$ cat src/rtl/hpc_pkg.sv
// Package with the types, constants and helper functions of the page cache tag table.
package hpc_pkg;

  localparam int unsigned Entries = 32;
  localparam int unsigned IdxW    = (Entries > 1) ? $clog2(Entries) : 1;
  localparam int unsigned SpinW   = IdxW + 1;
  localparam int unsigned ResW    = 6;
  localparam int unsigned ResMax  = 63;

  localparam logic [63:0] HashMulFile = 64'h9E37_79B9_7F4A_7C15;
  localparam logic [63:0] HashMulPage = 64'hC2B2_AE3D_27D4_EB4F;
  localparam int unsigned PageShift   = 12;

  typedef logic [IdxW-1:0] idx_t;

  typedef enum logic {
    CMD_GET    = 1'b0,
    CMD_FORGET = 1'b1
  } cmd_e;

  typedef enum logic [1:0] {
    FILL_OK      = 2'd0,
    FILL_NOFRAME = 2'd1,
    FILL_FAILED  = 2'd2,
    FILL_FAILED3 = 2'd3
  } fill_e;

  typedef enum logic {
    KIND_RELEASE = 1'b0,
    KIND_FINAL   = 1'b1
  } kind_e;

  typedef enum logic [2:0] {
    RES_HIT      = 3'd0,
    RES_MISS     = 3'd1,
    RES_INVALID  = 3'd2,
    RES_NOFRAME  = 3'd3,
    RES_READFAIL = 3'd4,
    RES_NOROOM   = 3'd5,
    RES_FORGET   = 3'd6
  } res_e;

  typedef enum logic [3:0] {
    FSM_IDLE,
    FSM_HASH,
    FSM_PROBE,
    FSM_EVICT,
    FSM_PLACE,
    FSM_FG_CNT,
    FSM_FG_REL,
    FSM_EMIT
  } fsm_e;

  typedef enum logic [1:0] {
    HPH_IDLE,
    HPH_MIX,
    HPH_MOD,
    HPH_DONE
  } hash_ph_e;

  typedef struct packed {
    logic        used;
    logic [31:0] file;
    logic [63:0] offset;
    logic [63:0] frame;
  } entry_t;

  localparam int unsigned EntryW = $bits(entry_t);

  typedef struct packed {
    logic        start;
    logic [31:0] file_id;
    logic [63:0] offset;
  } hash_req_t;

  typedef struct packed {
    logic done;
    idx_t slot;
  } hash_rsp_t;

  function automatic idx_t idx_inc(input idx_t a);
    idx_t r;
    if (a == IdxW'(Entries - 1)) begin
      r = '0;
    end else begin
      r = a + idx_t'(1);
    end
    return r;
  endfunction

  function automatic idx_t mod_byte(input idx_t rem, input logic [7:0] b);
    logic [IdxW:0] t;
    idx_t          r;
    r = rem;
    for (int k = 7; k >= 0; k--) begin
      t = {r, b[k]};
      if (t >= (IdxW + 1)'(Entries)) begin
        t = t - (IdxW + 1)'(Entries);
      end
      r = t[IdxW-1:0];
    end
    return r;
  endfunction

endpackage

$ cat src/rtl/hpc_hash.sv
// Multi-cycle home slot hash: split 32-bit partial products, xor, then a bytewise modulo.
module hpc_hash (
  input  logic              clk_i,
  input  logic              rst_ni,
  input  hpc_pkg::hash_req_t req_i,
  output hpc_pkg::hash_rsp_t rsp_o
);
  hpc_pkg::hash_ph_e ph_q, ph_d;
  logic [1:0]        k_q;
  logic [63:0]       pf_lo_q, pp_lo_q;
  logic [31:0]       pf_hi_q, pp_mid_q, pp_top_q;
  logic [31:0]       x_q;
  hpc_pkg::idx_t     rem_q;
  logic [51:0]       page;
  logic [63:0]       pf_lo_full, pp_lo_full;
  logic [31:0]       hi_f, hi_p;

  assign page = 52'(req_i.offset >> hpc_pkg::PageShift);
  assign hi_f = pf_lo_q[63:32] + pf_hi_q;
  assign hi_p = pp_lo_q[63:32] + pp_mid_q + pp_top_q;
  assign pf_lo_full = 64'(req_i.file_id) * 64'(hpc_pkg::HashMulFile[31:0]);
  assign pp_lo_full = 64'(page[31:0]) * 64'(hpc_pkg::HashMulPage[31:0]);

  always_comb begin
    ph_d = ph_q;
    case (ph_q)
      hpc_pkg::HPH_IDLE: if (req_i.start) ph_d = hpc_pkg::HPH_MIX;
      hpc_pkg::HPH_MIX:  ph_d = hpc_pkg::HPH_MOD;
      hpc_pkg::HPH_MOD:  if (k_q == 2'd3) ph_d = hpc_pkg::HPH_DONE;
      hpc_pkg::HPH_DONE: ph_d = hpc_pkg::HPH_IDLE;
      default:           ph_d = hpc_pkg::HPH_IDLE;
    endcase
  end

  always_ff @(posedge clk_i or negedge rst_ni) begin
    if (!rst_ni) begin
      ph_q <= hpc_pkg::HPH_IDLE;
      k_q  <= '0;
    end else begin
      ph_q <= ph_d;
      if (ph_q == hpc_pkg::HPH_MOD) begin
        k_q <= k_q + 2'd1;
      end else begin
        k_q <= '0;
      end
    end
  end

  always_ff @(posedge clk_i) begin
    if (req_i.start) begin
      pf_lo_q  <= pf_lo_full;
      pf_hi_q  <= 32'(req_i.file_id * hpc_pkg::HashMulFile[63:32]);
      pp_lo_q  <= pp_lo_full;
      pp_mid_q <= 32'(page[31:0] * hpc_pkg::HashMulPage[63:32]);
      pp_top_q <= 32'({12'd0, page[51:32]} * hpc_pkg::HashMulPage[31:0]);
    end
    if (ph_q == hpc_pkg::HPH_MIX) begin
      x_q   <= hi_f ^ hi_p;
      rem_q <= '0;
    end else if (ph_q == hpc_pkg::HPH_MOD) begin
      x_q   <= {x_q[23:0], 8'd0};
      rem_q <= hpc_pkg::mod_byte(rem_q, x_q[31:24]);
    end
  end

  assign rsp_o.done = (ph_q == hpc_pkg::HPH_DONE);
  assign rsp_o.slot = rem_q;
endmodule

$ cat config.mk
export PLATFORM = sky130hd
export DESIGN_NAME = hpc_hash
export DESIGN_NICKNAME = d
export VERILOG_FILES = /design/src/rtl/hpc_pkg.sv /design/src/rtl/hpc_hash.sv
export SDC_FILE = /design/constraint.sdc
export NUM_CORES = 2
export LEC_CHECK = 0
export BUFFER_PORTS_ARGS = -buffer_cell sky130_fd_sc_hd__buf_2
export CAP_MARGIN = 25
export CORE_MARGIN = 2
export CORE_UTILIZATION = 43
export DETAILED_ROUTE_END_ITERATION = 10
export PLACE_DENSITY = 0.64
export SETUP_SLACK_MARGIN = 0.3
export SYNTH_ARGS = -nofsm -noshare
export SYNTH_HDL_FRONTEND = slang
export SYNTH_SLANG_ARGS = --single-unit
$ cat constraint.sdc
create_clock -name clk_i -period 3.78 [get_ports clk_i]
set_input_delay 1.134 -clock clk_i [delete_from_list [all_inputs] [get_ports clk_i]]
set_output_delay 1.134 -clock clk_i [all_outputs]
set_load 0.03 [all_outputs]
Yosys cells after proc, flatten, opt, wreduce, memory -nomap -nowiden
Cells that the tools add are included.
{"block": "totals", "ff_bits": 262, "input_bits": 99, "output_inout_bits": 6}
{"block": "classes", "n_addsub": 12, "multipliers": 5, "magnitude_cmp": 8, "n_eq_ne": 6, "muxes": 28, "n_bitwise": 1, "n_reduce_logical": 3}
{"operator": "5-bit two-way mux", "n": 22}
{"operator": "32-bit two-way mux", "n": 2}
{"operator": "32-bit by 31-bit multiplier with 63-bit output (second input constant)", "n": 1}
{"operator": "32-bit by 30-bit multiplier with 62-bit output (second input constant)", "n": 1}
{"operator": "6-bit >= comparator (second input constant)", "n": 8}
{"operator": "5-bit by 1-bit subtractor with 5-bit output (second input constant)", "n": 8}
{"operator": "30-bit by 32-bit adder with 32-bit output", "n": 1}
{"operator": "31-bit by 32-bit adder with 32-bit output", "n": 1}
{"operator": "32-bit adder", "n": 1}
{"operator": "20-bit by 30-bit multiplier with 32-bit output (second input constant)", "n": 1}
{"operator": "32-bit by 31-bit multiplier with 32-bit output (second input constant)", "n": 1}
{"operator": "32-bit by 32-bit multiplier with 32-bit output (second input constant)", "n": 1}
{"operator": "32-bit XOR", "n": 1}
{"operator": "2-bit one-hot mux with 4 select lines", "n": 1}
{"operator": "2-bit == test (second input constant)", "n": 3}
{"operator": "2-bit two-way mux", "n": 3}
{"operator": "2-bit != test (second input constant)", "n": 2}
{"operator": "2-bit by 1-bit adder with 2-bit output (second input constant)", "n": 1}
{"operator": "2-bit by 1-bit == test with 1-bit output (second input constant)", "n": 1}
{"operator": "2-bit zero test", "n": 1}
{"operator": "2-bit AND reduction", "n": 1}
{"operator": "2-bit nonzero test", "n": 1}

Logic depth before layout (Yosys ltp)
{"block": "depth", "depth_word": 30, "mapped_depth": 26}

Worst setup path before layout
OpenSTA, ideal clock, no wires.
{"block": "synth_timing", "path_kind": "input to register", "startpoint": "in req_i[64] in the netlist's numbering", "endpoint": "reg pf_lo_q[60], data pin", "arrival_time_ns": 7.489, "required_time_ns": 3.524, "setup_slack_ns": -3.965, "stages": 22, "path_buffers": 0, "cell_sequence": "fa_1 -> inv_1 -> fa_1 -> inv_1 -> fa_1 -> fa_1 -> fa_1 -> fa_1 -> fa_1 -> inv_1 -> fa_1 -> inv_1 -> ha_1 -> nand4_1 -> or3_1 -> a2111oi_0 -> o21ai_0 -> nand3_2 -> a211oi_2 -> o31ai_2 -> a31oi_1 -> o211a_1"}
{"block": "synth_via", "elab_chain_cells": 1}
{"item": "start: declaration", "line_no": "hpc_hash.sv:5", "text": "input hpc_pkg::hash_req_t req_i,"}
{"item": "32-bit by 31-bit multiplier with 63-bit output", "line_no": "hpc_hash.sv:21", "text": "assign pf_lo_full = 64'(req_i.file_id) * 64'(hpc_pkg::HashMulFile[31:0]);"}
{"item": "named net pf_lo_full[60]", "line_no": "hpc_hash.sv:15", "text": "logic [63:0] pf_lo_full, pp_lo_full;"}
{"item": "end signal: assignment", "line_no": "hpc_hash.sv:51", "text": "pf_lo_q <= pf_lo_full;"}
{"item": "end: declaration", "line_no": "hpc_hash.sv:10", "text": "logic [63:0] pf_lo_q, pp_lo_q;"}
The timed path passes the listed nets, and every way through them passes these cells.
A chain may end at the register's enable or synchronous reset.

Final worst setup path
{"block": "layout_timing", "startpoint": "in req_i[67] in the netlist's numbering", "endpoint": "reg pf_lo_q[60], data pin"}
Same word-level chain as after synthesis.

==> results.txt <==
----------------------------------------------------
[Min path]
  Type of the most critical hold path ... reg2reg

[Worst setup path]
  Arrival time at the worst endpoint ... 7.89 ns
  Critical Path Start Type ... primary input
  Setup crit end ... pf_lo_q[60]$_DFFE_PP_
  Required time worst endpoint ... 3.97 ns
  Worst reg2reg endpoint ... x_q[27]$_DFFE_PP_
  Number of cells on the worst reg-to-reg path ... 12
  Setup slack on the worst flop-to-flop path ... 0.25 ns
  Setup crit start ... req_i[67]
  Worst flop-to-flop path startpoint ... pp_top_q[1]$_DFFE_PP_
  Critical setup path kind ... in2reg
  Endpoint kind of the worst setup timing path ... flip-flop
  Largest fanout of any net on the critical path ... 3

[GRT]
  Wire length of the first global-routing pass ... 309000 um
  Number of antenna violations at the first check in global routing ... 2
  Maximum number of pins on one net before global-route repair ... 89
  Vias in the first global route ... 49600
  Tot GR Track Use ... 0.290
  Global-route congestion overflow total ... 0

[Logic synthesis]
  Cell types occupying the most area after synthesis ... sky130_fd_sc_hd__fa_1, sky130_fd_sc_hd__ha_1, sky130_fd_sc_hd__inv_1, sky130_fd_sc_hd__edfxtp_1, sky130_fd_sc_hd__xnor2_1
  Yosys synthesis warning count ... 0
  Count of flip-flops with a built-in enable after synthesis ... 165
  Post-Synthesis Cell Area ... 61400 um2
  Share of the synthesized area in the top cell type ... 0.444
  Post-synth top flop ... sky130_fd_sc_hd__edfxtp_1
  Syn Nets ... 8284
  Mean post-synth cell area ... 10.8 um2
  Asr flop ratio synth ... 0.0230
  Number of instances in the synthesized netlist ... 5686
  Cell taking the most area after synthesis ... sky130_fd_sc_hd__fa_1
  Synth unique cells ... 89
  Sequential fraction of the synthesis area ... 0.0840
  Post-synthesis register bit count ... 174

[Timing]
  Finish-stage setup viols ... 127
  Setup ws final ... -3.92 ns
  RSZ-0062 raised after global routing ... yes
  Number of hold-slack violations in the final timing report ... 0
  Final worst hold slack ... 0.436 ns
  Slew Viols, Final ... 0
  Fin crit share ... 2.04
  Relative max-transition margin ... 0.421
  Peak clock frequency supported by timing ... 0.130 GHz
  Slew of the pin with the lowest slew margin ... 0.869 ns
  Final setup skew ... 0.0104 ns
  Final critical delay including setup and external delays ... 7.70 ns
  Final total negative setup slack ... -359.74 ns

[Clocking]
  CTS Buffer Depth ... 2
  Num CTS Buffers ... 17
  Total of hold buffers inserted after clock tree synthesis ... 0
  CTS tree ... yes
  Count of H-tree levels built during CTS ... 4
  Number of sinks on the clock net ... 174
  Clock latency reported for the late side of the worst-skew pair ... 0.44 ns
  Clock root cell ... sky130_fd_sc_hd__clkbuf_16
  Clk pin slew, worst setup/hold paths ... 0.07 ns

[Cells and area]
  Number of fill cells ... 12200
  Final layout net count ... 9705
  Ratio of cells with drive above 1 in the final layout ... 0.305
  Fin util ... 0.565
  Area added between synthesis and finish ... 30.3%
  Area occupied by registers ... 5150 um2
  Total area of multi-input combinational cells ... 53700 um2

[Outcome]
  Run status ... finished with violations
  Violations in the final reports ... negative setup slack

[Route]
  Routed via count ... 44500
  Wire length per cell after detailed routing ... 23.0 um
  Post-detailed-route via-to-cell ratio ... 4.94
  Initial detailed-routing violation count ... 2646
  Remaining design rule violation count ... 0
  Post-route ant nets ... 0
  DRT Wirelength ... 207000 um
  Initial DRT Pass Iterations ... 5

[Die]
  Width of the chip ... 382 um
  Top-level port count ... 105
  Vertical extent of the die ... 382 um
  DIE AREA ... 146000 um2
  Area of the core region ... 142000 um2
  FP Rows ... 138
  Initial Util ... 0.434

[Placement]
  Weighted congestion at the end of routability-driven global placement ... 1.02
  Post-detailed-placement half-perimeter wirelength ... 190000 um
  Number of input and output port buffers inserted ... 92

[Run]
  Max_cap viols ... 0

----------------------------------------------------
[critical path, cell delays in order]
cell	delay, ns
sky130_fd_sc_hd__buf_8	0.11
sky130_fd_sc_hd__fa_1	0.57
sky130_fd_sc_hd__inv_2	0.05
sky130_fd_sc_hd__fa_1	0.55
sky130_fd_sc_hd__inv_2	0.04
sky130_fd_sc_hd__fa_2	0.58
sky130_fd_sc_hd__fa_2	0.47
sky130_fd_sc_hd__fa_1	0.52
sky130_fd_sc_hd__fa_1	0.43
sky130_fd_sc_hd__fa_1	0.49
sky130_fd_sc_hd__inv_1	0.05
sky130_fd_sc_hd__fa_1	0.49
sky130_fd_sc_hd__inv_2	0.04
sky130_fd_sc_hd__ha_4	0.26
sky130_fd_sc_hd__nand4_1	0.14
sky130_fd_sc_hd__or3_4	0.43
sky130_fd_sc_hd__buf_6	0.14
sky130_fd_sc_hd__or3_4	0.42
sky130_fd_sc_hd__buf_6	0.14
sky130_fd_sc_hd__nand3_4	0.07
sky130_fd_sc_hd__a211oi_4	0.10
sky130_fd_sc_hd__o31ai_4	0.28
sky130_fd_sc_hd__a31oi_2	0.14
sky130_fd_sc_hd__o211a_1	0.24
[state kept, by name, summed over array words and instances, names as in the netlist]
register / count
k_q: 2
pf_hi_q: 29
pf_lo_q: 29
ph_q: 2
pp_lo_q: 29
pp_mid_q: 29
pp_top_q: 29
rem_q: 5
x_q: 20
[cells by family (layout without fill, tap and decap cells)]
| kind of cell | count (synthesis) | in the layout | synth area share |
|---|---|---|---|
| adder cells (fa/ha/maj) | 2499 | 2499 | 0.676 |
| buffers and inverters | 1837 | 3271 | 0.112 |
| AO/OA/AOI/OAI | 491 | 491 | 0.0556 |
| AND/OR/NAND/NOR | 423 | 423 | 0.0342 |
| XOR/XNOR | 250 | 250 | 0.0360 |
| flip-flops | 174 | 174 | 0.0840 |
| multiplexers | 12 | 12 | 0.00208 |
| other | 0 | 1 | 0 |
[cell type report]
cell class,instances,share of cell area
multi-input cells,3675,0.671
repair buffers,1417,0.142
inverters,1822,0.0860
flip-flops and latches,174,0.0644
well taps,1890,0.0296
clock buffers,17,0.00532
clock inverters,15,0.00199
diodes,1,0.0000313
[metrics by stage]
step	cell area [um2]	std cells	worst slack [ns]
6_report	80000	9011	-3.92
5_1_grt	80000	9010	-4.09
4_1_cts	79100	8988	-3.87
3_5_place_dp	75300	8874	-4.48
3_3_place_gp	75300	8874	-4.46
2_1_floorplan	63300	5686	-3.77
[cells in the final DEF (no fill, tap or decap), drive strengths merged, types with 18 or more instances in the layout]
cell type	synthesis	routed
inv	1821	1824
buf	3	1414
fa	1362	1362
ha	1137	1137
xnor2	184	184
edfxtp	165	165
a21oi	136	136
nor2	109	109
nand2	88	88
a21o	86	86
o21ai	74	74
xor2	65	65
nor3	44	44
nand3	41	41
nand4	22	22
a211oi	22	22
clkbuf	12	20
nor2b	19	19
a31oi	19	19
o211ai	18	18
or3	18	18
[routing by layer]
metal,up-vias,wire (um),GRT usage
li1,20400,-,-
met1,22600,91200,0.400
met4,2,6510,0.0775
met5,-,18,0
met3,230,18100,0.0872
met2,1243,91300,0.445
[cells in the mapped netlist (12+ instances only)]
cell / count
sky130_fd_sc_hd__o21ai_0: 66
sky130_fd_sc_hd__nor2_1: 109
sky130_fd_sc_hd__nand2_1: 87
sky130_fd_sc_hd__o211ai_1: 18
sky130_fd_sc_hd__o21a_1: 16
sky130_fd_sc_hd__nand2b_1: 14
sky130_fd_sc_hd__a21oi_1: 134
sky130_fd_sc_hd__xor2_1: 64
sky130_fd_sc_hd__and3_1: 17
sky130_fd_sc_hd__fa_1: 1362
sky130_fd_sc_hd__nand4_1: 22
sky130_fd_sc_hd__a211oi_1: 19
sky130_fd_sc_hd__edfxtp_1: 165
sky130_fd_sc_hd__ha_1: 1137
sky130_fd_sc_hd__xnor2_1: 184
sky130_fd_sc_hd__nand3_1: 40
sky130_fd_sc_hd__clkbuf_1: 12
sky130_fd_sc_hd__a21o_1: 86
sky130_fd_sc_hd__inv_1: 1821
sky130_fd_sc_hd__or3_1: 18
sky130_fd_sc_hd__nor3_1: 44
sky130_fd_sc_hd__nor2b_1: 19
sky130_fd_sc_hd__and2_1: 15
sky130_fd_sc_hd__a31oi_1: 19
sky130_fd_sc_hd__o21bai_1: 17
[what timing repair did]
item / 4_1_cts / 5_1_grt
gates resized for setup: 572 / 171
endpoints found under the setup margin: 136 / 137
pin swaps: 271 / 147
setup buffers: 82 / 22
[worst min path at each step]
stage	startpoint	to	cells after the start
4_1_cts	k_q[0]$_DFF_PN0_	k_q[0]$_DFF_PN0_	1
3_3_place_gp	k_q[0]$_DFF_PN0_	k_q[0]$_DFF_PN0_	1
5_1_grt	rst_ni	k_q[1]$_DFF_PN0_	1
6_report	k_q[0]$_DFF_PN0_	k_q[0]$_DFF_PN0_	1
2_1_floorplan	k_q[0]$_DFF_PN0_	k_q[0]$_DFF_PN0_	1
3_5_place_dp	k_q[0]$_DFF_PN0_	k_q[0]$_DFF_PN0_	1
Power is left out: the tool's default activity adds up to more than one toggle a clock period on the data nets, which glitch-free logic cannot reach.
