`src/rtl/hpc_ram.sv`:
```
// Generic single-port-write, single-port-read RAM with a registered, write-first read.
module hpc_ram #(
  parameter int unsigned Width = 8,
  parameter int unsigned Depth = 16,
  localparam int unsigned AddrW = (Depth > 1) ? $clog2(Depth) : 1
) (
  input  logic                   clk_i,
  input  logic                   we_i,
  input  logic [AddrW-1:0]       waddr_i,
  input  logic [Width-1:0]       wdata_i,
  input  logic [AddrW-1:0]       raddr_i,
  output logic [Width-1:0]       rdata_o
);
  logic [Width-1:0] mem_q [Depth];
  logic [Width-1:0] rdata_q;

  always_ff @(posedge clk_i) begin
    if (we_i) begin
      mem_q[waddr_i] <= wdata_i;
    end
    if (we_i && (waddr_i == raddr_i)) begin
      rdata_q <= wdata_i;
    end else begin
      rdata_q <= mem_q[raddr_i];
    end
  end

  assign rdata_o = rdata_q;
endmodule

```
`config.mk`:
```
export PLATFORM = sky130hd
export DESIGN_NAME = hpc_ram
export DESIGN_NICKNAME = d
export VERILOG_FILES = /design/src/rtl/hpc_ram.sv
export SDC_FILE = /design/constraint.sdc
export NUM_CORES = 1
export LEC_CHECK = 0
export BUFFER_PORTS_ARGS = -buffer_cell sky130_fd_sc_hd__buf_2
export CAP_MARGIN = 10
export CORE_MARGIN = 10
export CORE_UTILIZATION = 50
export CTS_CLUSTER_DIAMETER = 200
export DETAILED_ROUTE_END_ITERATION = 7
export PLACE_DENSITY = 0.79
export SETUP_SLACK_MARGIN = 0.05
export SKIP_CTS_REPAIR_TIMING = 1
export SLEW_MARGIN = 20
export SYNTH_ARGS = -nofsm -noshare
export SYNTH_HDL_FRONTEND = slang
export SYNTH_SLANG_ARGS = --single-unit
export TNS_END_PERCENT = 20
```
`constraint.sdc`:
```
create_clock -name clk_i -period 2.7 [get_ports clk_i]
set_input_delay 0.27 -clock clk_i [delete_from_list [all_inputs] [get_ports clk_i]]
set_output_delay 0.27 -clock clk_i [all_outputs]
set_load 0.02 [all_outputs]
```
After elaboration in Yosys (flattened, before gate mapping):

Memories as Yosys holds them, arrays and structs flattened. A register that Yosys moved wholly into a read port is not among the register bits.
Index checks and enable logic that the tools add are counted.

* flip-flop bits (word level): 0
* memory bits (writable): 128
* output and inout bits: 8
* logic and storage cells: 3
* memories kept: 1

Memories
* mem_q: words 16, bits a word 8, rd ports 1, clocked after Yosys merged registers in 1, write ports 1, line 14 `logic [Width-1:0] mem_q [Depth];`

* multiplexer cells: 2

Operator list (number)
* 2-to-1 mux 1 bit: 2

Logic depth before layout (Yosys ltp):

Gate-level depths: netlist (run 1).

* word-level depth: 2
* gate-level depth with buffers: 5
* mapped depth without buffers: 3

Least setup slack after synthesis (run 1):

No wires, ideal clock.

* path type: input -> register
* from: input waddr_i[2]
* to: memory mem_q[0][0] (enable)
* arrival: 1.380 ns
* required time: 2.317 ns
* slack: 0.937 ns
* stages on the path: 2
* path buffers: 0
* path through: or3b_2 -> nor3_1

RTL lines
* start, declared: line 9 `input logic [AddrW-1:0] waddr_i,`
* end, declared: line 14

No word-level cell before the write port.

==> impl_metrics.env, run 1 <==
export IMPL_initial_utilization_pct=51.6
export IMPL_synth_seq_cells=132
export IMPL_ys_seq_area_share_pct=77.4
export IMPL_syn_instance_count=225
export IMPL_arrival_ns=2.26
export IMPL_hpwl_um=6130
export IMPL_grt_pass1_wl_um=15600
export IMPL_hp_class="in2reg"
export IMPL_antenna_cells=0
export IMPL_final_area_um2=6040
export IMPL_cp_required_ns=2.43
export IMPL_place_gp_congestion=0.760
export IMPL_timing_final_crit_share_pct=93.5
export IMPL_synth_area_mux_share_pct=15.3
export IMPL_wirelength_um=10400
export IMPL_synth_top_flop_cell="edfxtp_1"
export IMPL_fin_tns_setup_ns=0
export IMPL_grt_pass1_vias=2580
export IMPL_criticalPathCategory="reg2out"
export IMPL_timing_max_cap_violations=0
export IMPL_clk_pin_slew_ns=0.06
export IMPL_syn_cell_area_um2=5070
export IMPL_setup_violations=0
export IMPL_p_per_area_nw_per_um2=783
export IMPL_leakage_nw=2.05
export IMPL_top_register="mem_q"
export IMPL_die_area_um2=14600
export IMPL_cp_start_kind="flip-flop"
export IMPL_track_usage_pct=14.7
export IMPL_largestRegisters="mem_q x128"
export IMPL_core_um2=9820
export IMPL_layout_common_cells="edfxtp_1 (128), buf_2 (25), buf_4 (20)"
export IMPL_tightest_slew_ns=0.889
export IMPL_total_power_w=0.00472
export IMPL_synth_edf_count=128
export IMPL_drc=0
export IMPL_max_stage_delay_ns=0.59
export IMPL_drtIter0Drc=253
export IMPL_placed_cell_area_um2=5400
export IMPL_end_kind="primary output"
export IMPL_io_pins=26
export IMPL_critPathSlowestCell="mux4_1"
export IMPL_largest_reg_flops=128
export IMPL_cts_tree="done"
export IMPL_status="complete, no violations"
export IMPL_report_final_slew_viol_count=0
export IMPL_hold_viol_final=0
export IMPL_fin_nets=301
export IMPL_grt_start_max_net_pins=33
export IMPL_synth_async_reset_ratio_pct=0
export IMPL_syn_mean_instance_area_um2=22.5
export IMPL_vias=2542
export IMPL_ys_types=19
export IMPL_synth_compound_area_share_pct=2.37
export IMPL_gr_total_overflow=0
export IMPL_syn2layout_area_growth_pct=19.1
export IMPL_yosysWarnings=0
export IMPL_antenna_found_initial=0
export IMPL_htree_levels=4
export IMPL_synth_xor_area_share_pct=0
export IMPL_instances_no_fill=429
export IMPL_cts_inserted_buffers=17
export IMPL_row_count=36
export IMPL_firstDrtPassIters=5
export IMPL_cp_cell_sequence="buf_4 > mux4_1 > a22oi_1 > nand2_1 > buf_2"
export IMPL_synth_nets=243
export IMPL_clkSinkCount=132
export IMPL_place_inst=390
export IMPL_fmax_mhz=396
export IMPL_slew_headroom_pct=40.5
export IMPL_hold_depth=1
export IMPL_antenna_left=0
export IMPL_die_h_um=121
export IMPL_yosys_area_share_simple_pct=3.23
export IMPL_via_per_inst=5.93
export IMPL_synthAdderAreaFrac_pct=0
export IMPL_avgRoutedWirePerCell_um=24.2
export IMPL_cts_root_buf="clkbuf_8"
export IMPL_mostFrequentLayoutCell="edfxtp_1"
export IMPL_fp_dieW_um=121
export IMPL_portBuffers=25
export IMPL_synth_top_family_by_area="multiplexers"
export IMPL_path_max_fanout=11
export IMPL_timing_final_crit_period_ns=2.53
export IMPL_layout_drive_gt1_share_pct=32.8
export IMPL_irDropWorstVdd_uv=420
export IMPL_clock_path_buffers=2
export IMPL_rsz0062_at_grt="no"
## cell usage after synthesis (3+ instances only)
cell type / count / area share [%]
edfxtp_1: 128 / 76
mux4_2: 18 / 8.0
a22oi_1: 16 / 2.4
mux4_1: 14 / 7.3
nor2_1: 13 / 0.96
nand2_1: 9 / 0.67
dfxtp_1: 4 / 1.6
nor3_1: 4 / 0.40
buf_2: 3 / 0.30
buf_6: 3 / 0.67
clkdlybuf4s25_2: 3 / 0.59
## metrics by stage
step	util (%)	hold slack, ns	worst slack (ns)
finish	61.5	0.134	0.175
global route	61.5	0.123	0.0552
detailed placement	55.0	0.377	0.522
CTS	60.8	-0.170	-0.107
floorplan	-	0.298	0.937
global placement	55.0	0.373	0.521
## kinds of logic after synthesis
logic type / Yosys count
DFF: 132
and+or+nand+nor: 35
muxes: 32
AOI/OAI and AO/OA: 16
buffers and inverters: 10
## final cells by class
cell class / count / area (um2)
sequential: 132 / 3930
fill: 686 / 3780
timing repair buffer: 49 / 315
multi-input combinational: 83 / 1060
clock buffer: 17 / 414
tap: 133 / 166
clock inverter: 15 / 156
## layer usage
metal	vias to the layer above	GRT usage [%]	routed length (um)	part of all wire [%]
met5	-	0	0	0
met4	0	7.16	213	2.0
met3	22	4.19	781	7.5
met2	119	22.3	5100	49
met1	1321	19.2	4300	41
li1	1080	-	-	-
## critical path, delay by kind of cell, from the launching register on
family	cells	cell delay, ns
AOI/OAI and AO/OA	1	0.23
buffers and inverters	2	0.39
DFF	1	0.43
muxes	1	0.59
and+or+nand+nor	1	0.08
## where the power goes
group / switching (W) / internal [W] / leakage, nW
Clock: 0.000869 / 0.00132 / 0.267
Combinational: 0.000137 / 0.0000977 / 0.591
Sequential: 0.0000142 / 0.00229 / 1.19
## path summary, 6_finish.rpt
path	start	to	slack, ns
setup / recovery	flip-flop	rdata_o[4]	0.17
hold / removal	wdata_i[4]	mem_q[5][4]	0.13
Note: power is estimated with default switching activity, not from simulation.
==> run 2: changes to the inputs <==
--- a/config.mk
+++ b/config.mk
@@ -5,6 +5,7 @@
 export SDC_FILE = /design/constraint.sdc
 export NUM_CORES = 1
 export LEC_CHECK = 0
+export ABC_AREA = 1
 export BUFFER_PORTS_ARGS = -buffer_cell sky130_fd_sc_hd__buf_2
 export CAP_MARGIN = 10
 export CORE_MARGIN = 10
==> run 2 against run 1 <==
First-iteration DRC count increased by 58%. Highest routed layer unchanged. Utilization decreased by 2.2 points. Die area up 10%. Critical path depth up 3. Count of clock-buffer cells in the layout grew 1. Critical path type unchanged.
==> impl_metrics.env, run 2 <==
export IMPL_synthTopCellsByCount="nand2_1 (173), edfxtp_1 (128), inv_1 (100), nand3_1 (97), nor2_1 (17)"
export IMPL_end_kind="primary output"
export IMPL_yosysMostFrequentCell="nand2_1"
export IMPL_clock_path_buffers=2
export IMPL_initial_utilization_pct=51.8
export IMPL_place_gp_congestion=0.878
export IMPL_core_um2=11000
export IMPL_largestRegisters="mem_q x128"
export IMPL_hold_viol_final=0
export IMPL_largest_reg_flops=128
export IMPL_top_register="mem_q"
export IMPL_cts_root_buf="clkbuf_16"
export IMPL_die_h_um=127
export IMPL_total_power_w=0.00493
export IMPL_fmax_mhz=421
export IMPL_synth_area_leaders="edfxtp_1 (68%), nand2_1 (11%), nand3_1 (8.5%)"
export IMPL_layout_drive_gt1_share_pct=10.9
export IMPL_endpoint="rdata_o[6]"
export IMPL_hpwl_um=8030
export IMPL_report_final_slew_viol_count=0
export IMPL_layout_common_cells="nand2_1 (173), edfxtp_1 (128), inv_1 (100)"
export IMPL_path_max_fanout=64
export IMPL_synth_edf_count=128
export IMPL_syn2layout_area_growth_pct=14.4
export IMPL_arrival_ns=2.11
export IMPL_timing_hold_ws_ns=0.255
export IMPL_drtIter0Drc=400
export IMPL_synth_async_reset_ratio_pct=0
export IMPL_syn_instance_count=547
export IMPL_avgRoutedWirePerCell_um=18.0
export IMPL_via_per_inst=5.31
export IMPL_synth_top_flop_cell="edfxtp_1"
export IMPL_wirelength_um=13100
export IMPL_die_area_um2=16000
export IMPL_ys_types=12
export IMPL_slew_headroom_pct=35.5
export IMPL_htree_levels=4
export IMPL_n_fill_cell=839
export IMPL_cp_start_kind="flip-flop"
export IMPL_fp_dieW_um=127
export IMPL_clkSinkCount=132
export IMPL_grt_pass1_vias=3780
export IMPL_track_usage_pct=16.8
export IMPL_antenna_found_initial=0
export IMPL_timing_max_cap_violations=0
export IMPL_firstDrtPassIters=5
export IMPL_leakage_nw=2.81
export IMPL_grt_pass1_wl_um=20400
export IMPL_ys_seq_area_share_pct=69.0
export IMPL_place_inst=693
export IMPL_syn_cell_area_um2=5690
export IMPL_final_area_um2=6510
export IMPL_row_count=38
export IMPL_cts_inserted_buffers=17
export IMPL_timing_final_crit_share_pct=88.0
export IMPL_tightest_slew_ns=0.964
export IMPL_criticalPathCategory="reg2out"
export IMPL_placed_cell_area_um2=5860
export IMPL_rsz0062_at_grt="no"
export IMPL_drc=0
export IMPL_mostFrequentLayoutCell="nand2_1"
export IMPL_synth_nets=565
export IMPL_timing_final_crit_period_ns=2.38
export IMPL_synth_top_area_share_pct=67.6
export IMPL_portBuffers=25
export IMPL_clk_pin_slew_ns=0.06
export IMPL_yosysWarnings=0
export IMPL_fin_nets=594
export IMPL_vias=3874
export IMPL_hp_class="in2reg"
export IMPL_status="complete, no violations"
export IMPL_fin_tns_setup_ns=0
export IMPL_syn_mean_instance_area_um2=10.4
export IMPL_irDropWorstVdd_uv=685
export IMPL_grt_start_max_net_pins=65
export IMPL_antenna_left=0
export IMPL_cp_required_ns=2.43
export IMPL_cts_tree="done"
export IMPL_synth_seq_cells=132
export IMPL_io_pins=26
export IMPL_p_per_area_nw_per_um2=758
export IMPL_instances_no_fill=729
export IMPL_setup_violations=0
export IMPL_antenna_cells=0
export IMPL_yosys_area_top_type="edfxtp_1"
export IMPL_gr_total_overflow=0
-- run 2: changes by cell type after synthesis, moves of 4 or more --
cell / before / now
nor3_1: 4 / 0
mux4_1: 14 / 0
nor2_1: 13 / 17
a22oi_1: 16 / 0
nand3_1: 1 / 97
nand2_1: 9 / 173
mux4_2: 18 / 0
buf_2: 3 / 13
inv_1: 0 / 100
-- run 2: cell families (layout without fill, tap and decap cells) --
logic type / Yosys count / in the layout / synth area share (%)
and+or+nand+nor: 289 / 289 / 21.3
buffers and inverters: 126 / 168 / 9.66
DFF: 132 / 132 / 69.0
-- run 2: worst min path at each step --
stage               startpoint      endpoint  cells past startpoint
floorplan           raddr_i[0]     flip-flop                      0
global placement    raddr_i[3]     flip-flop                      1
detailed placement  raddr_i[2]     flip-flop                      1
CTS                 raddr_i[2]     flip-flop                      1
global route        wdata_i[5]  mem_q[12][5]                      1
finish              wdata_i[5]  mem_q[12][5]                      1
-- run 2: where the power goes --
| part | internal [W] | switching (W) |
|---|---|---|
| clock | 0.00146 | 0.000869 |
| sequential | 0.00229 | 0.0000154 |
| combinational | 0.0000808 | 0.000212 |
| total | 0.00383 | 0.00110 |
-- run 2: metal layers --
| layer | share of wire [%] | GRT usage (%) | vias to the layer above |
|---|---|---|---|
| met3 | 8.7 | 5.12 | 23 |
| met4 | 2.2 | 7.97 | 0 |
| met1 | 38 | 19.9 | 1824 |
| met5 | 0 | 0 | - |
| li1 | - | - | 1820 |
| met2 | 51 | 27.3 | 207 |
-- run 2: worst max-delay path: stages, from the launching register on --
cell     delay [ns]
dfxtp_2        0.34
buf_4          0.55
nand2_1        0.12
nand2_1        0.10
nand2_1        0.05
nand3_1        0.07
nand3_1        0.11
nand2_1        0.13
buf_2          0.18
-- run 2: metrics by stage --
step	setup WS, ns	utilization [%]
global route	0.193	59.2
floorplan	1.40	-
detailed placement	0.801	53.3
finish	0.324	59.2
CTS	0.329	58.9
global placement	0.828	53.3
-- run 2: cell type report --
type	instances	area [um2]	area share [%]
clock buffer	18	429	6.60
clock inverter	14	178	2.73
inverter	102	383	5.88
multi-input combinational	289	1210	18.7
sequential	132	3930	60.3
tap	140	175	2.69
timing repair buffer	34	203	3.12
==> run 3: changes to the inputs <==
--- a/config.mk
+++ b/config.mk
@@ -8,13 +8,13 @@
 export ABC_AREA = 1
 export BUFFER_PORTS_ARGS = -buffer_cell sky130_fd_sc_hd__buf_2
 export CAP_MARGIN = 10
+export CORE_ASPECT_RATIO = 0.6
 export CORE_MARGIN = 10
 export CORE_UTILIZATION = 50
 export CTS_CLUSTER_DIAMETER = 200
 export DETAILED_ROUTE_END_ITERATION = 7
-export PLACE_DENSITY = 0.79
+export PLACE_DENSITY = 0.67
 export SETUP_SLACK_MARGIN = 0.05
-export SKIP_CTS_REPAIR_TIMING = 1
 export SLEW_MARGIN = 20
 export SYNTH_ARGS = -nofsm -noshare
 export SYNTH_HDL_FRONTEND = slang
==> run 3 against run 2 <==
Non-clock buffer count increased by 12. Final cell count increased by 2.2%. Via count decreased by 0.44%. Worst hold slack got worse by 0.0063 ns. Combinational power increased by 3%. Cell area increased by 1.1%. Fmax increased by 7.6%. Count of clock-buffer cells in the layout unchanged. Largest cell class unchanged. Highest routed layer is now met5.
==> impl_metrics.env, run 3 (synthesis results as in run 2) <==
export IMPL_status="complete, no violations"
export IMPL_fmax_mhz=453
export IMPL_timing_final_crit_share_pct=81.8
export IMPL_placed_cell_area_um2=5970
export IMPL_p_sw_w=0.00107
export IMPL_clk_pin_slew_ns=0.06
export IMPL_htree_levels=4
export IMPL_tightest_slew_ns=1.09
export IMPL_portBuffers=25
export IMPL_finish_utilization_pct=58.6
export IMPL_track_usage_pct=17.8
export IMPL_final_area_um2=6580
export IMPL_wirelength_um=13600
export IMPL_sequentialPowerShare_pct=48.0
export IMPL_gr_total_overflow=0
export IMPL_report_final_slew_viol_count=0
export IMPL_mostFrequentLayoutCell="nand2_1"
export IMPL_hp_class="in2reg"
export IMPL_switching_share_pct=22.4
export IMPL_drtIter0Drc=293
export IMPL_rsz0062_at_grt="no"
export IMPL_irDropWorstVdd_uv=483
export IMPL_p_clk_share_pct=45.8
export IMPL_largest_reg_flops=128
export IMPL_setup_violations=0
export IMPL_die_h_um=103
export IMPL_firstDrtPassIters=5
export IMPL_slew_headroom_pct=27.0
export IMPL_hpwl_um=8220
export IMPL_fp_dieW_um=158
export IMPL_core_um2=11200
export IMPL_place_gp_congestion=0.860
export IMPL_grt_pass1_vias=3761
export IMPL_clkSinkCount=132
export IMPL_initial_utilization_pct=50.7
export IMPL_top_register="mem_q"
export IMPL_internal_power_w=0.00373
export IMPL_p_per_area_nw_per_um2=730
export IMPL_drc=0
export IMPL_arrival_ns=1.94
export IMPL_grt_start_max_net_pins=39
export IMPL_end_kind="primary output"
export IMPL_die_area_um2=16200
export IMPL_cts_root_buf="clkbuf_16"
export IMPL_via_per_inst=5.18
export IMPL_endpoint="rdata_o[2]"
export IMPL_vias=3857
export IMPL_io_pins=26
export IMPL_layout_drive_gt1_share_pct=12.6
export IMPL_antenna_left=0
export IMPL_cp_required_ns=2.43
export IMPL_antenna_cells=0
export IMPL_cp_start_kind="flip-flop"
export IMPL_hold_viol_final=0
export IMPL_row_count=30
export IMPL_cts_inserted_buffers=17
export IMPL_fin_tns_setup_ns=0
export IMPL_grt_pass1_wl_um=21200
export IMPL_timing_final_ws_setup_ns=0.491
export IMPL_layout_common_cells="nand2_1 (173), edfxtp_1 (128), inv_1 (100)"
export IMPL_timing_final_crit_period_ns=2.21
export IMPL_timing_max_cap_violations=0
export IMPL_fin_nets=606
export IMPL_timing_hold_ws_ns=0.248
export IMPL_cts_tree="done"
export IMPL_avgRoutedWirePerCell_um=18.2
export IMPL_leakage_nw=2.85
export IMPL_syn2layout_area_growth_pct=15.7
export IMPL_criticalPathCategory="reg2out"
export IMPL_path_max_fanout=20
export IMPL_clock_path_buffers=2
export IMPL_power_frac_comb_pct=6.3
export IMPL_largestRegisters="mem_q x128"
export IMPL_antenna_found_initial=1
export IMPL_dpl_worst_slack_ns=0.880
## run 3: cell types whose count changed in the layout (fill, tap and decap cells not counted), sizes merged
cell | before | now
clkinv | 3 | 6
buf | 30 | 42
inv | 106 | 103
clkinvlp | 4 | 5
bufinv | 3 | 2
## run 3: per-stage QoR
stage	total power (W)	std cells
after global routing	0.00495	745
after CTS	0.00482	745
after detailed placement	0.00264	709
after floorplan	0.00253	547
after global placement	0.00263	709
final	0.00480	745
## run 3: what timing repair did
item	in CTS	in global routing
buffers inserted	0	0
hold endpoints to repair	4	0
hold buffers	4	0
gates resized for setup	0	0
## run 3: power groups by stage
stage | Combinational [W] | Sequential, W | Clock [W]
finish | 0.000301 | 0.00230 | 0.00220
floorplan | 0.000186 | 0.00234 | 0
global placement | 0.000291 | 0.00234 | 0
detailed placement | 0.000294 | 0.00234 | 0
global route | 0.000337 | 0.00230 | 0.00231
CTS | 0.000302 | 0.00230 | 0.00222
## run 3: area by class of cell
type                    instances  area (um2)
clock buffers                  18         429
clock inverters                14         138
fillers                       904        4640
inverters                     102         383
multi-input cells             289        1220
flip-flops and latches        132        3930
well taps                     144         180
repair buffers                 46         305
## run 3: worst min-delay path by stage
stage	startpoint	to	depth (start not counted)
after floorplan	raddr_i[0]	flip-flop	0
final	wdata_i[6]	mem_q[8][6]	1
after global routing	wdata_i[6]	mem_q[8][6]	1
after global placement	raddr_i[3]	flip-flop	1
after detailed placement	raddr_i[3]	flip-flop	1
after CTS	wdata_i[6]	mem_q[8][6]	1
## run 3: critical path, cell delays in order (launching register included)
cell	delay (ns)
dfxtp_2	0.33
inv_2	0.19
buf_4	0.30
nand2_1	0.08
nand2_1	0.06
nand2_1	0.06
nand3_1	0.10
nand3_1	0.11
nand2_1	0.11
buf_2	0.18
## run 3: routing by layer
layer	vias up	part of all wire (%)	GRT usage (%)
met5	-	0.13	0
met4	2	1.4	6.51
met3	24	8.7	5.17
li1	1849	-	-
met2	171	43	25.6
met1	1811	46	25.0
